===== config.mk =====
export PLATFORM = sky130hd
export DESIGN_NAME = mlkem_coefficient_compress_pack
export DESIGN_NICKNAME = d
export VERILOG_FILES = /design/src/hdl/mlkcmp_pkg.sv /design/src/hdl/mlkcmp_front.sv /design/src/hdl/mlkcmp_queue.sv /design/src/hdl/mlkcmp_back.sv /design/src/hdl/mlkem_coefficient_compress_pack.sv
export SDC_FILE = /design/constraint.sdc
export NUM_CORES = 1
export LEC_CHECK = 0
export ABC_AREA = 1
export BUFFER_PORTS_ARGS = -buffer_cell sky130_fd_sc_hd__buf_2
export CAP_MARGIN = 20
export CORE_ASPECT_RATIO = 0.9
export CORE_UTILIZATION = 25
export CTS_CLUSTER_DIAMETER = 100
export DETAILED_ROUTE_END_ITERATION = 12
export PLACE_DENSITY = 0.42
export SKIP_LAST_GASP = 1
export SLEW_MARGIN = 30
export SYNTH_ARGS = -nofsm -noshare
export SYNTH_HDL_FRONTEND = slang
export SYNTH_HIERARCHICAL = 1
export SYNTH_SLANG_ARGS = --single-unit

===== constraint.sdc =====
create_clock -name clk -period 8.1 [get_ports clk]
set_input_delay 0.405 -clock clk [delete_from_list [all_inputs] [get_ports clk]]
set_output_delay 0.405 -clock clk [all_outputs]
set_load 0.005 [all_outputs]

===== src/hdl/mlkcmp_pkg.sv =====
// ----------------------------------------------------------------------------
// mlkcmp_pkg
// shared types, constants and arithmetic for the ml-kem compress/pack block
// ----------------------------------------------------------------------------
package mlkcmp_pkg;

  localparam logic [11:0] MODULUS      = 12'd3329;
  localparam logic [14:0] COMPRESS_MUL = 15'd20159;
  localparam logic [11:0] D1_LO        = 12'((3329 - 1) / 2 - (3329 - 1) / 4 + 1);
  localparam logic [11:0] D1_HI        = 12'((3329 - 1) / 2 + (3329 - 1) / 4);
  localparam logic [11:0] HALF_Q       = 12'((3329 + 1) / 2);

  localparam int unsigned QUEUE_DEPTH = 4;
  localparam int unsigned QPTR_W      = $clog2(QUEUE_DEPTH);

  localparam logic [1:0] MODE_1BIT = 2'd0;
  localparam logic [1:0] MODE_4BIT = 2'd1;
  localparam logic [1:0] MODE_5BIT = 2'd2;
  localparam logic [1:0] MODE_RESET = MODE_4BIT;

  typedef enum logic {
    OP_COMPRESS   = 1'b0,
    OP_DECOMPRESS = 1'b1
  } opcode_t;

  typedef enum logic {
    KIND_BYTE = 1'b0,
    KIND_COEF = 1'b1
  } kind_t;

  // one unit of work for the back part
  typedef struct packed {
    kind_t       kind;
    logic [11:0] bits;
    logic [3:0]  count;
    logic [1:0]  mode;
  } job_t;

  function automatic logic [2:0] bits_per_coef(input logic [1:0] mode);
    logic [2:0] d;
    unique case (mode)
      MODE_1BIT: d = 3'd1;
      MODE_4BIT: d = 3'd4;
      default:   d = 3'd5;
    endcase
    return d;
  endfunction

  function automatic logic [4:0] compress_value(input logic [11:0] x,
                                                input logic [1:0]  mode);
    logic [11:0] xc;
    logic [26:0] prod;
    logic [10:0] t;
    logic [11:0] t4;
    logic [11:0] t5;
    logic [4:0]  v;
    xc   = (x > MODULUS) ? MODULUS : x;
    prod = {15'd0, xc} * {12'd0, COMPRESS_MUL};
    t    = prod[26:16];
    t4   = {1'b0, t} + 12'd32;
    t5   = {1'b0, t} + 12'd16;
    unique case (mode)
      MODE_1BIT: v = {4'd0, (xc >= D1_LO) && (xc <= D1_HI)};
      MODE_4BIT: v = {1'b0, t4[9:6]};
      default:   v = t5[9:5];
    endcase
    return v;
  endfunction

  function automatic logic [11:0] decompress_value(input logic [4:0] y,
                                                   input logic [1:0] mode);
    logic [16:0] p;
    logic [16:0] r;
    logic [11:0] v;
    unique case (mode)
      MODE_1BIT: begin
        p = 17'd0;
        r = 17'd0;
        v = y[0] ? HALF_Q : 12'd0;
      end
      MODE_4BIT: begin
        p = {13'd0, y[3:0]} * {5'd0, MODULUS};
        r = p + 17'd8;
        v = r[15:4];
      end
      default: begin
        p = {12'd0, y} * {5'd0, MODULUS};
        r = p + 17'd16;
        v = r[16:5];
      end
    endcase
    return v;
  endfunction

endpackage


===== src/hdl/mlkcmp_front.sv =====
// ----------------------------------------------------------------------------
// mlkcmp_front
// accepts items, keeps the bit accumulator and hands jobs to the queue
// ----------------------------------------------------------------------------
module mlkcmp_front (
  input  logic                 clk,
  input  logic                 rst_n,
  input  logic                 cfg_valid,
  input  logic [1:0]           cfg_data,
  input  logic                 accept,
  input  mlkcmp_pkg::opcode_t  opcode,
  input  logic [11:0]          coefficient,
  input  logic [7:0]           pbyte,
  output logic                 push,
  output mlkcmp_pkg::job_t     job
);

  logic [1:0]          width_mode_r, width_mode_nxt;
  logic [11:0]         acc_r, acc_nxt;
  logic [3:0]          fill_r, fill_nxt;
  mlkcmp_pkg::opcode_t prev_op_r, prev_op_nxt;

  logic [2:0]  d;
  logic [11:0] acc_base;
  logic [3:0]  fill_base;
  logic [4:0]  cv;
  logic [11:0] acc_sum;
  logic [3:0]  fill_sum;
  logic [3:0]  nres;
  logic [3:0]  consumed;

  always_comb begin
    d         = mlkcmp_pkg::bits_per_coef(width_mode_r);
    acc_base  = (opcode != prev_op_r) ? 12'd0 : acc_r;
    fill_base = (opcode != prev_op_r) ? 4'd0 : fill_r;
    cv        = mlkcmp_pkg::compress_value(coefficient, width_mode_r);
    nres      = 4'd0;
    consumed  = 4'd0;
    if (opcode == mlkcmp_pkg::OP_COMPRESS) begin
      acc_sum  = acc_base | (12'(cv) << fill_base);
      fill_sum = fill_base + {1'b0, d};
      if (fill_sum >= 4'd8) begin
        nres     = 4'd1;
        consumed = 4'd8;
      end
    end else begin
      acc_sum  = acc_base | (12'(pbyte) << fill_base);
      fill_sum = fill_base + 4'd8;
      unique case (width_mode_r)
        mlkcmp_pkg::MODE_1BIT: begin
          nres     = (fill_sum > 4'd8) ? 4'd8 : fill_sum;
          consumed = nres;
        end
        mlkcmp_pkg::MODE_4BIT: begin
          nres     = {2'b00, fill_sum[3:2]};
          consumed = {fill_sum[3:2], 2'b00};
        end
        default: begin
          if (fill_sum >= 4'd15) begin
            nres     = 4'd3;
            consumed = 4'd15;
          end else if (fill_sum >= 4'd10) begin
            nres     = 4'd2;
            consumed = 4'd10;
          end else begin
            nres     = 4'd1;
            consumed = 4'd5;
          end
        end
      endcase
    end
  end

  always_comb begin
    push     = accept && (nres != 4'd0);
    job.kind = (opcode == mlkcmp_pkg::OP_COMPRESS) ? mlkcmp_pkg::KIND_BYTE
                                                   : mlkcmp_pkg::KIND_COEF;
    job.bits  = acc_sum;
    job.count = nres;
    job.mode  = width_mode_r;
  end

  always_comb begin
    width_mode_nxt = width_mode_r;
    acc_nxt        = acc_r;
    fill_nxt       = fill_r;
    prev_op_nxt    = prev_op_r;
    if (cfg_valid) begin
      width_mode_nxt = cfg_data;
      acc_nxt        = 12'd0;
      fill_nxt       = 4'd0;
    end else if (accept) begin
      acc_nxt     = acc_sum >> consumed;
      fill_nxt    = fill_sum - consumed;
      prev_op_nxt = opcode;
    end
  end

  always_ff @(posedge clk) begin
    if (!rst_n) begin
      width_mode_r <= mlkcmp_pkg::MODE_RESET;
      acc_r        <= 12'd0;
      fill_r       <= 4'd0;
      prev_op_r    <= mlkcmp_pkg::OP_COMPRESS;
    end else begin
      width_mode_r <= width_mode_nxt;
      acc_r        <= acc_nxt;
      fill_r       <= fill_nxt;
      prev_op_r    <= prev_op_nxt;
    end
  end

endmodule


===== src/hdl/mlkcmp_queue.sv =====
// ----------------------------------------------------------------------------
// mlkcmp_queue
// short job queue between the front and the back part
// ----------------------------------------------------------------------------
module mlkcmp_queue (
  input  logic              clk,
  input  logic              rst_n,
  input  logic              push,
  input  mlkcmp_pkg::job_t  job_in,
  input  logic              pop,
  output mlkcmp_pkg::job_t  head,
  output logic              not_empty,
  output logic              full
);

  mlkcmp_pkg::job_t mem_r [mlkcmp_pkg::QUEUE_DEPTH];

  logic [mlkcmp_pkg::QPTR_W-1:0] wr_ptr_r, wr_ptr_nxt;
  logic [mlkcmp_pkg::QPTR_W-1:0] rd_ptr_r, rd_ptr_nxt;
  logic [mlkcmp_pkg::QPTR_W:0]   cnt_r, cnt_nxt;

  assign head      = mem_r[rd_ptr_r];
  assign not_empty = (cnt_r != '0);
  assign full      = (cnt_r == (mlkcmp_pkg::QPTR_W + 1)'(mlkcmp_pkg::QUEUE_DEPTH));

  always_comb begin
    wr_ptr_nxt = push ? wr_ptr_r + 1'b1 : wr_ptr_r;
    rd_ptr_nxt = pop ? rd_ptr_r + 1'b1 : rd_ptr_r;
    cnt_nxt    = cnt_r;
    if (push && !pop) begin
      cnt_nxt = cnt_r + 1'b1;
    end else if (pop && !push) begin
      cnt_nxt = cnt_r - 1'b1;
    end
  end

  always_ff @(posedge clk) begin
    if (push) begin
      mem_r[wr_ptr_r] <= job_in;
    end
  end

  always_ff @(posedge clk) begin
    if (!rst_n) begin
      wr_ptr_r <= '0;
      rd_ptr_r <= '0;
      cnt_r    <= '0;
    end else begin
      wr_ptr_r <= wr_ptr_nxt;
      rd_ptr_r <= rd_ptr_nxt;
      cnt_r    <= cnt_nxt;
    end
  end

endmodule


===== src/hdl/mlkcmp_back.sv =====
// ----------------------------------------------------------------------------
// mlkcmp_back
// unpacks jobs into results, one per unstalled cycle, via an output register
// ----------------------------------------------------------------------------
module mlkcmp_back (
  input  logic              clk,
  input  logic              rst_n,
  input  mlkcmp_pkg::job_t  head,
  input  logic              q_valid,
  output logic              pop,
  output logic              out_valid,
  input  logic              out_ready,
  output mlkcmp_pkg::kind_t out_kind,
  output logic [7:0]        out_byte,
  output logic [11:0]       out_coef,
  output logic              out_last
);

  logic              wk_valid_r, wk_valid_nxt;
  mlkcmp_pkg::kind_t wk_kind_r, wk_kind_nxt;
  logic [11:0]       wk_bits_r, wk_bits_nxt;
  logic [3:0]        wk_left_r, wk_left_nxt;
  logic [1:0]        wk_mode_r, wk_mode_nxt;

  logic              out_valid_r, out_valid_nxt;
  mlkcmp_pkg::kind_t out_kind_r, out_kind_nxt;
  logic [7:0]        out_byte_r, out_byte_nxt;
  logic [11:0]       out_coef_r, out_coef_nxt;
  logic              out_last_r, out_last_nxt;

  logic       out_load;
  logic       wk_last;
  logic [2:0] d;

  always_comb begin
    d        = mlkcmp_pkg::bits_per_coef(wk_mode_r);
    out_load = wk_valid_r && (!out_valid_r || out_ready);
    wk_last  = (wk_left_r == 4'd1);
    pop      = q_valid && (!wk_valid_r || (out_load && wk_last));
  end

  // working register
  always_comb begin
    wk_valid_nxt = wk_valid_r;
    wk_kind_nxt  = wk_kind_r;
    wk_bits_nxt  = wk_bits_r;
    wk_left_nxt  = wk_left_r;
    wk_mode_nxt  = wk_mode_r;
    if (pop) begin
      wk_valid_nxt = 1'b1;
      wk_kind_nxt  = head.kind;
      wk_bits_nxt  = head.bits;
      wk_left_nxt  = head.count;
      wk_mode_nxt  = head.mode;
    end else if (out_load) begin
      if (wk_last) begin
        wk_valid_nxt = 1'b0;
      end else begin
        wk_bits_nxt = wk_bits_r >> d;
        wk_left_nxt = wk_left_r - 4'd1;
      end
    end
  end

  // output register
  always_comb begin
    out_valid_nxt = out_valid_r;
    out_kind_nxt  = out_kind_r;
    out_byte_nxt  = out_byte_r;
    out_coef_nxt  = out_coef_r;
    out_last_nxt  = out_last_r;
    if (out_load) begin
      out_valid_nxt = 1'b1;
      out_kind_nxt  = wk_kind_r;
      if (wk_kind_r == mlkcmp_pkg::KIND_BYTE) begin
        out_byte_nxt = wk_bits_r[7:0];
        out_coef_nxt = 12'd0;
        out_last_nxt = 1'b1;
      end else begin
        out_byte_nxt = 8'd0;
        out_coef_nxt = mlkcmp_pkg::decompress_value(wk_bits_r[4:0], wk_mode_r);
        out_last_nxt = wk_last;
      end
    end else if (out_ready) begin
      out_valid_nxt = 1'b0;
    end
  end

  always_ff @(posedge clk) begin
    if (!rst_n) begin
      wk_valid_r  <= 1'b0;
      out_valid_r <= 1'b0;
    end else begin
      wk_valid_r  <= wk_valid_nxt;
      out_valid_r <= out_valid_nxt;
    end
  end

  always_ff @(posedge clk) begin
    wk_kind_r  <= wk_kind_nxt;
    wk_bits_r  <= wk_bits_nxt;
    wk_left_r  <= wk_left_nxt;
    wk_mode_r  <= wk_mode_nxt;
    out_kind_r <= out_kind_nxt;
    out_byte_r <= out_byte_nxt;
    out_coef_r <= out_coef_nxt;
    out_last_r <= out_last_nxt;
  end

  assign out_valid = out_valid_r;
  assign out_kind  = out_kind_r;
  assign out_byte  = out_byte_r;
  assign out_coef  = out_coef_r;
  assign out_last  = out_last_r;

`ifndef SYNTH
  a_left_nonzero: assert property (@(posedge clk) disable iff (!rst_n)
    wk_valid_r |-> (wk_left_r != 4'd0) && (wk_left_r <= 4'd8))
    else $error("working job has no results left");

  a_byte_single: assert property (@(posedge clk) disable iff (!rst_n)
    wk_valid_r && (wk_kind_r == mlkcmp_pkg::KIND_BYTE) |-> wk_left_r == 4'd1)
    else $error("packed byte job with more than one result");

  a_coef_range: assert property (@(posedge clk) disable iff (!rst_n)
    out_valid_r && (out_kind_r == mlkcmp_pkg::KIND_COEF) |-> out_coef_r < mlkcmp_pkg::MODULUS)
    else $error("decompressed coefficient out of range");

  a_pop_nonempty: assert property (@(posedge clk) disable iff (!rst_n)
    pop |=> wk_valid_r)
    else $error("popped job not held in working register");
`endif

endmodule


===== src/hdl/mlkem_coefficient_compress_pack.sv =====
// ----------------------------------------------------------------------------
// mlkem_coefficient_compress_pack
// ml-kem coefficient compress/pack and unpack/decompress, q = 3329, d = 1/4/5
// a result goes through job queue, working register and output register
// throughput: one input per cycle while each input gives at most one result
// and out_tready is high; the back part emits one result per unstalled cycle;
// a byte gives 8/2/1-2 results (d=1/4/5); a 4-entry job queue absorbs bursts
// reset: synchronous active-low rst_n; width mode 4 bits, accumulator empty
// ----------------------------------------------------------------------------
module mlkem_coefficient_compress_pack (
  input  logic        clk,
  input  logic        rst_n,
  input  logic        in_tvalid,
  output logic        in_tready,
  input  logic [23:0] in_tdata,   // in_coefficient[11:0], in_byte[19:12], zero
  input  logic        in_tuser,   // opcode
  output logic        out_tvalid,
  input  logic        out_tready,
  output logic [23:0] out_tdata,  // out_byte[7:0], out_coefficient[19:8], zero
  output logic        out_tuser,  // result_kind
  output logic        out_tlast,
  input  logic        cfg_valid,
  output logic        cfg_ready,
  input  logic [1:0]  cfg_data
);

  logic              q_full;
  logic              q_valid;
  logic              push;
  logic              pop;
  logic              accept;
  mlkcmp_pkg::job_t  job;
  mlkcmp_pkg::job_t  head;
  mlkcmp_pkg::kind_t res_kind;
  logic [7:0]        res_byte;
  logic [11:0]       res_coef;

  assign cfg_ready = 1'b1;
  assign in_tready = !q_full;
  assign accept    = in_tvalid && in_tready;

  mlkcmp_front u_front (
    .clk         (clk),
    .rst_n       (rst_n),
    .cfg_valid   (cfg_valid),
    .cfg_data    (cfg_data),
    .accept      (accept),
    .opcode      (mlkcmp_pkg::opcode_t'(in_tuser)),
    .coefficient (in_tdata[11:0]),
    .pbyte       (in_tdata[19:12]),
    .push        (push),
    .job         (job)
  );

  mlkcmp_queue u_queue (
    .clk       (clk),
    .rst_n     (rst_n),
    .push      (push),
    .job_in    (job),
    .pop       (pop),
    .head      (head),
    .not_empty (q_valid),
    .full      (q_full)
  );

  mlkcmp_back u_back (
    .clk       (clk),
    .rst_n     (rst_n),
    .head      (head),
    .q_valid   (q_valid),
    .pop       (pop),
    .out_valid (out_tvalid),
    .out_ready (out_tready),
    .out_kind  (res_kind),
    .out_byte  (res_byte),
    .out_coef  (res_coef),
    .out_last  (out_tlast)
  );

  assign out_tdata = {4'd0, res_coef, res_byte};
  assign out_tuser = (res_kind == mlkcmp_pkg::KIND_COEF);

endmodule


## After elaboration in Yosys (flattened, before gate mapping)

Memories as Yosys holds them, arrays and structs flattened. A register that Yosys moved wholly into a read port is not among the register bits.
Index checks and enable logic that the tools add are counted.

| operators by class | value |
|---|---|
| $add $sub $neg | 12 |
| $mul | 3 |
| order comparisons | 7 |
| equality and inequality tests | 6 |
| shifts and indexed selects | 4 |
| muxes and demuxes | 39 |
| bitwise operators | 4 |
| reduce and logical (&&, ||, !) cells | 27 |

Operator list:

| kind | number |
|---|---|
| 2-to-1 mux 12 bit | 6 |
| 2-to-1 mux 4 bit | 12 |
| multiplier 12 x 15 -> 26 bit, second input constant | 1 |
| OR 12 bit | 2 |
| one-hot mux 12 bit (2 select lines) | 1 |
| adder 17 x 5 -> 17 bit, second input constant | 1 |
| multiplier 5 x 12 -> 17 bit, second input constant | 1 |
| adder 16 x 4 -> 16 bit, second input constant | 1 |
| multiplier 4 x 12 -> 16 bit, second input constant | 1 |
| one-hot mux 4 bit (2 select lines) | 2 |
| greater-or-equal comparator 12 x 10 -> 1 bit, second input constant | 1 |
| greater-or-equal comparator 4 bit, second input constant | 3 |
| > comparator 12 bit, second input constant | 1 |
| less-or-equal comparator 12 bit, second input constant | 1 |
| one-hot mux 3 bit (2 select lines) | 2 |
| left shift 5 x 4 -> 12 bit | 1 |
| left shift 8 x 4 -> 12 bit | 1 |
| >> shifter 12 x 3 -> 12 bit | 1 |
| >> shifter 12 x 4 -> 12 bit | 1 |
| 2-to-1 mux 11 bit | 1 |
| adder 10 x 5 -> 10 bit, second input constant | 1 |
| adder 10 x 6 -> 10 bit, second input constant | 1 |
| one-hot mux 5 bit (2 select lines) | 1 |
| 2-to-1 mux 1 bit | 9 |
| other kinds (25) | 49 |

| word-level totals | value |
|---|---|
| register bits after elaboration | 69 |
| bits in writable memories | 76 |
| bits of input ports | 32 |
| output and inout bits | 29 |
| word-level logic and storage cells | 120 |
| memories | 1 |

Memory list:

| memory | words | width | rd ports | clocked after Yosys merged registers in | write ports | RTL line | text |
|---|---|---|---|---|---|---|---|
| u_queue.mem_r | 4 | 19 | 1 | 1 | 1 | mlkcmp_queue.sv:16 | `mlkcmp_pkg::job_t mem_r [mlkcmp_pkg::QUEUE_DEPTH];` |

## Logic depth before layout (Yosys ltp)

| logic depth | value |
|---|---|
| depth in word-level cells | 14 |
| depth in mapped cells | 48 |
| gate-level depth less buffers | 48 |

## Cells and area by module

The synthesis kept the hierarchy.

Modules (own cells, without submodules):

| module | instances | cells an instance | area each (µm²) | seq. area each (µm²) |
|---|---|---|---|---|
| mlkcmp_front | 1 | 1001 | 6577.6 | 380.4 |
| mlkcmp_queue | 1 | 243 | 3301.9 | 2462.4 |
| mlkcmp_back | 1 | 289 | 2643.8 | 1211.2 |
| mlkem_coefficient_compress_pack | 1 | 10 | 58.8 | 0.0 |

## Least setup slack after synthesis

Ideal clock, no wire load.

| timing path | value |
|---|---|
| path type | input -> register |
| from | input port in_tdata[3] |
| to | register u_front.acc_r[7] |
| library setup time | 132 ps |
| data arrival time | 6333 ps |
| data required time | 7968 ps |
| path slack | 1635 ps |
| cell stages on the path | 39 |
| buffers on the path | 0 |
| cell sequence | nor2_1 -> nand2_1 -> nor2_1 -> o21ai_0 -> nand2_1 -> inv_1 -> nor2_1 -> fa_1 -> fa_1 -> fa_1 -> inv_1 -> fa_1 -> fa_1 -> inv_1 -> ha_1 -> nand2_1 -> nor2_1 -> inv_1 -> [... 3 more ...] -> nand2_1 -> nand2_1 -> inv_1 -> ha_1 -> o22ai_1 -> nor2_1 -> nand2_1 -> o21ai_2 -> nand3_1 -> nor2_1 -> o21ai_0 -> nand3_1 -> nand2_1 -> nand2_1 -> nand2_1 -> nand2_1 -> o211ai_1 -> a21oi_2 |

| on the way | value |
|---|---|
| cells in the longest elaborated chain, start to end | 9 |
| elaborated cells on any way between the ends | 13 |
| those cells by class | add/sub (2); mul (1); order compare (3); shift (2); mux (3); bitwise (1); reduce/logical (1) |

RTL lines:

| item | RTL line | text |
|---|---|---|
| from (decl) | mlkem_coefficient_compress_pack.sv:15 | `input logic [23:0] in_tdata,` |
| > comparator 12 bit | mlkcmp_pkg.sv:57 | `xc = (x > MODULUS) ? MODULUS : x;` |
| 2-to-1 mux 12 bit * | mlkcmp_pkg.sv:57 |  |
| multiplier 12 x 15 -> 26 bit (tied with other cells) | mlkcmp_pkg.sv:58 | `prod = {15'd0, xc} * {12'd0, COMPRESS_MUL};` |
| adder 10 x 5 -> 10 bit (tied with other cells) | mlkcmp_pkg.sv:61 | `t5 = {1'b0, t} + 12'd16;` |
| one-hot mux 5 bit (2 select lines) * | mlkcmp_pkg.sv:62 | `unique case (mode)` |
| left shift 5 x 4 -> 12 bit * | mlkcmp_front.sv:40 | `acc_sum = acc_base \| (12'(cv) << fill_base);` |
| OR 12 bit * | mlkcmp_front.sv:40 |  |
| 2-to-1 mux 12 bit * | mlkcmp_front.sv:39 | `if (opcode == mlkcmp_pkg::OP_COMPRESS) begin` |
| >> shifter 12 x 4 -> 12 bit * | mlkcmp_front.sv:93 | `acc_nxt = acc_sum >> consumed;` |
| to (signal assigned) | mlkcmp_front.sv:107 | `acc_r <= acc_nxt;` |
| to (decl) | mlkcmp_front.sv:19 | `logic [11:0] acc_r, acc_nxt;` |

Mark *: on every way between the ends. The rest lies on a longest branch, timed or not.
A chain may end at the register's enable or synchronous reset.

## Worst setup path after layout

| timing path | value |
|---|---|
| from | input port in_tdata[10] |
| to | register u_front.acc_r[0] |

Same word-level chain as after synthesis.

==> metrics.yaml <==
pwr-share-seq: 0.204
skew_ns: 0.0108
vias: 9819
p_switching_mw: 2.87
worst_hold_slack_ns: 0.196
postCtsSetupBuffers: 0
grt_use_total: 0.132
grt_max_degree: 40
final_net_count: 1794
worstPathRequired_ns: 8.44
fin_crit_ns: 7.22
clk_pin_slew_worst_paths_ns: 0.07
ys_seq_area_frac: 0.322
power_mw: 5.71
p_clk_frac: 0.143
cpMaxStageDelayCell: "fa_1"
end_kind: "flip-flop"
setup_violations: 0
final_common_cell: "nand2_1"
die_h_um: 215
worst_pin_slew_ns: 0.945
post_cts_resized: 0
p_int_mw: 2.84
clkLatencyLatePin_ns: 0.44
synth_cells: 1543
ys_top_cells_by_area: "edfxtp_1 (27%), ha_1 (13%), fa_1 (11%)"
wl_per_cell_um: 14.3
synth_top_cell_by_area: "edfxtp_1"
fillers: 5368
cts_max_path_buffers: 2
swShare: 0.503
synth_warnings: 6
wl_mm: 32.1
mostFrequentLayoutCells: "nand2_1 (341), inv_1 (294), ha_1 (128)"
rsz0062_at_grt: "no"
slew_headroom: 0.369
core_area_um2: 49400
viasPerCell: 4.36
cp_common_cell: "nand3_1"
grt_pass1_wl_mm: 53.4
first_global_vias: 9918
htreeDepth: 4
antenna_found_initial: 1
cp_slowest_stage_delay_ns: 0.72
area_growth_syn_to_layout_pct: 10.9
synthDistinctLibCells: 47
num_antenna_cells: 0
chipWidth_um: 238
p_comb_frac: 0.653
num_io_pins: 61
multiInputGateArea_um2: 7040
fin_crit_sh: 0.891
ctsHoldBuffers: 0
register_area_um2: 4050
hold_violations: 0
synth_edf_count: 115
place_area_um2: 13400
grt.overflow.total: 0
cts.sinks: 145
hold_path_class: "in2reg"
numCtsBuffers: 17
dpl.hpwl_mm: 25.1
irDropWorstVdd_uv: 212
synth-seq-cells: 145
critical_path_class: "in2reg"
startpoint_type: "input pin"
fmax_mhz: 139
rows: 77
drt_iter0_drc: 605
maxSlewViolCount: 0
port_buffers: 49
worstPathArrival_ns: 7.56
fin_setup_tns_ns: 0
ant_nets: 0
async_flop_share: 0
stdcell_area_um2: 14000
drc: 0
drive_gt1_frac: 0.109
cts_tree: "done"
dr.pass1.iters: 5
synth_ff_type: "edfxtp_1"
p_per_area_nw_per_um2: 409
start_util: 0.255
run_status: "finished, final reports clean"
syn_avg_cell_area_um2: 8.15
synth_top_area_share: 0.274
dieArea_um2: 51200
globalplace.congestion: 0.828
p_leak_nw: 6.74
crit_fanout: 7
syn-cell-area_um2: 12600
max_cap_violations: 0
root_buffer: "clkbuf_16"
stage by stage:
stage | instances | setup slack, ns | utilization
3_5_place_dp | 2220 | 0.441 | 0.270
5_1_grt | 2252 | 0.114 | 0.282
3_3_place_gp | 2220 | 0.400 | 0.270
2_1_floorplan | 1547 | 1.63 | -
4_1_cts | 2252 | 0.874 | 0.282
6_report | 2252 | 0.884 | 0.282
registers in the layout, summed over array words and instances, names as in the netlist, named ones only:
name and flops:
u_back/wk_mode_r 2, u_back/wk_bits_r 12, u_front/acc_r 12, u_front/width_mode_r 2, u_queue/cnt_r 3, u_back/out_valid 1
u_back/wk_kind_r 1, u_front/fill_r 4, u_queue/rd_ptr_r 2, u_back/out_coef 10, u_back/out_kind 1, u_back/out_byte 8
u_queue/mem_r 76, u_front/prev_op_r 1, u_queue/wr_ptr_r 2, u_back/out_last 1, u_back/wk_left_r 4, u_back/wk_valid_r 1
synthesized netlist by cell type, types with 7 or more instances:
cell / instances
a21oi_1: 47
buf_2: 13
buf_4: 15
buf_6: 10
clkbuf_1: 12
dfxtp_1: 30
edfxtp_1: 115
fa_1: 66
ha_1: 128
inv_1: 295
inv_2: 8
nand2_1: 341
nand2_2: 20
nand3_1: 111
nand3_2: 20
nand4_1: 22
nor2_1: 111
nor2_2: 10
nor2_4: 7
o211ai_1: 11
o21ai_0: 64
o22ai_1: 22
worst max-delay path, delay by kind of cell:
kind | cells | cell delay, ns
fa+ha+maj | 7 | 3.39
buf+inv | 9 | 0.84
simple gates | 26 | 2.91
power by group through the flow:
stage / clock [mW] / combinational, mW / sequential, mW
3_3_place_gp: 0 / 3.75 / 1.18
3_5_place_dp: 0 / 3.76 / 1.18
4_1_cts: 0.835 / 3.79 / 1.17
6_report: 0.815 / 3.73 / 1.17
5_1_grt: 0.866 / 4.39 / 1.19
2_1_floorplan: 0 / 2.87 / 1.14
final cells by class:
type	count	share of cell area
repair buffers	54	0.0203
flip-flops and latches	145	0.290
well taps	671	0.0601
clock buffers	20	0.0313
multi-input cells	1045	0.505
inverters	305	0.0820
clock inverters	12	0.0114
final timing paths:
| path | from | end | slack (ns) | depth (start not counted) |
|---|---|---|---|---|
| max reg2reg | u_front/prev_op_r | u_queue/mem_r[0][12] | 3.17 | 13 |
| min reg2reg | u_queue/rd_ptr_r[1] | u_queue/rd_ptr_r[1] | 0.44 | 1 |
| max | in_tdata[10] | u_front/acc_r[0] | 0.88 | 42 |
| min | cfg_data[0] | u_front/width_mode_r[0] | 0.20 | 3 |
layer usage:
metal	global-route usage	wire length [um]
met1	0.201	17300
met2	0.193	13000
met5	0	0
met3	0.0193	1240
met4	0.0353	523
kinds of logic after synthesis:
family          Yosys count  synth area share
flops                   145             0.322
xor+xnor                 10           0.00696
buf+inv                 357             0.119
fa+ha+maj               194             0.232
other cells               3          0.000895
compound gates          172            0.0792
simple gates            662             0.239
Power figures use the tool's default switching activity.
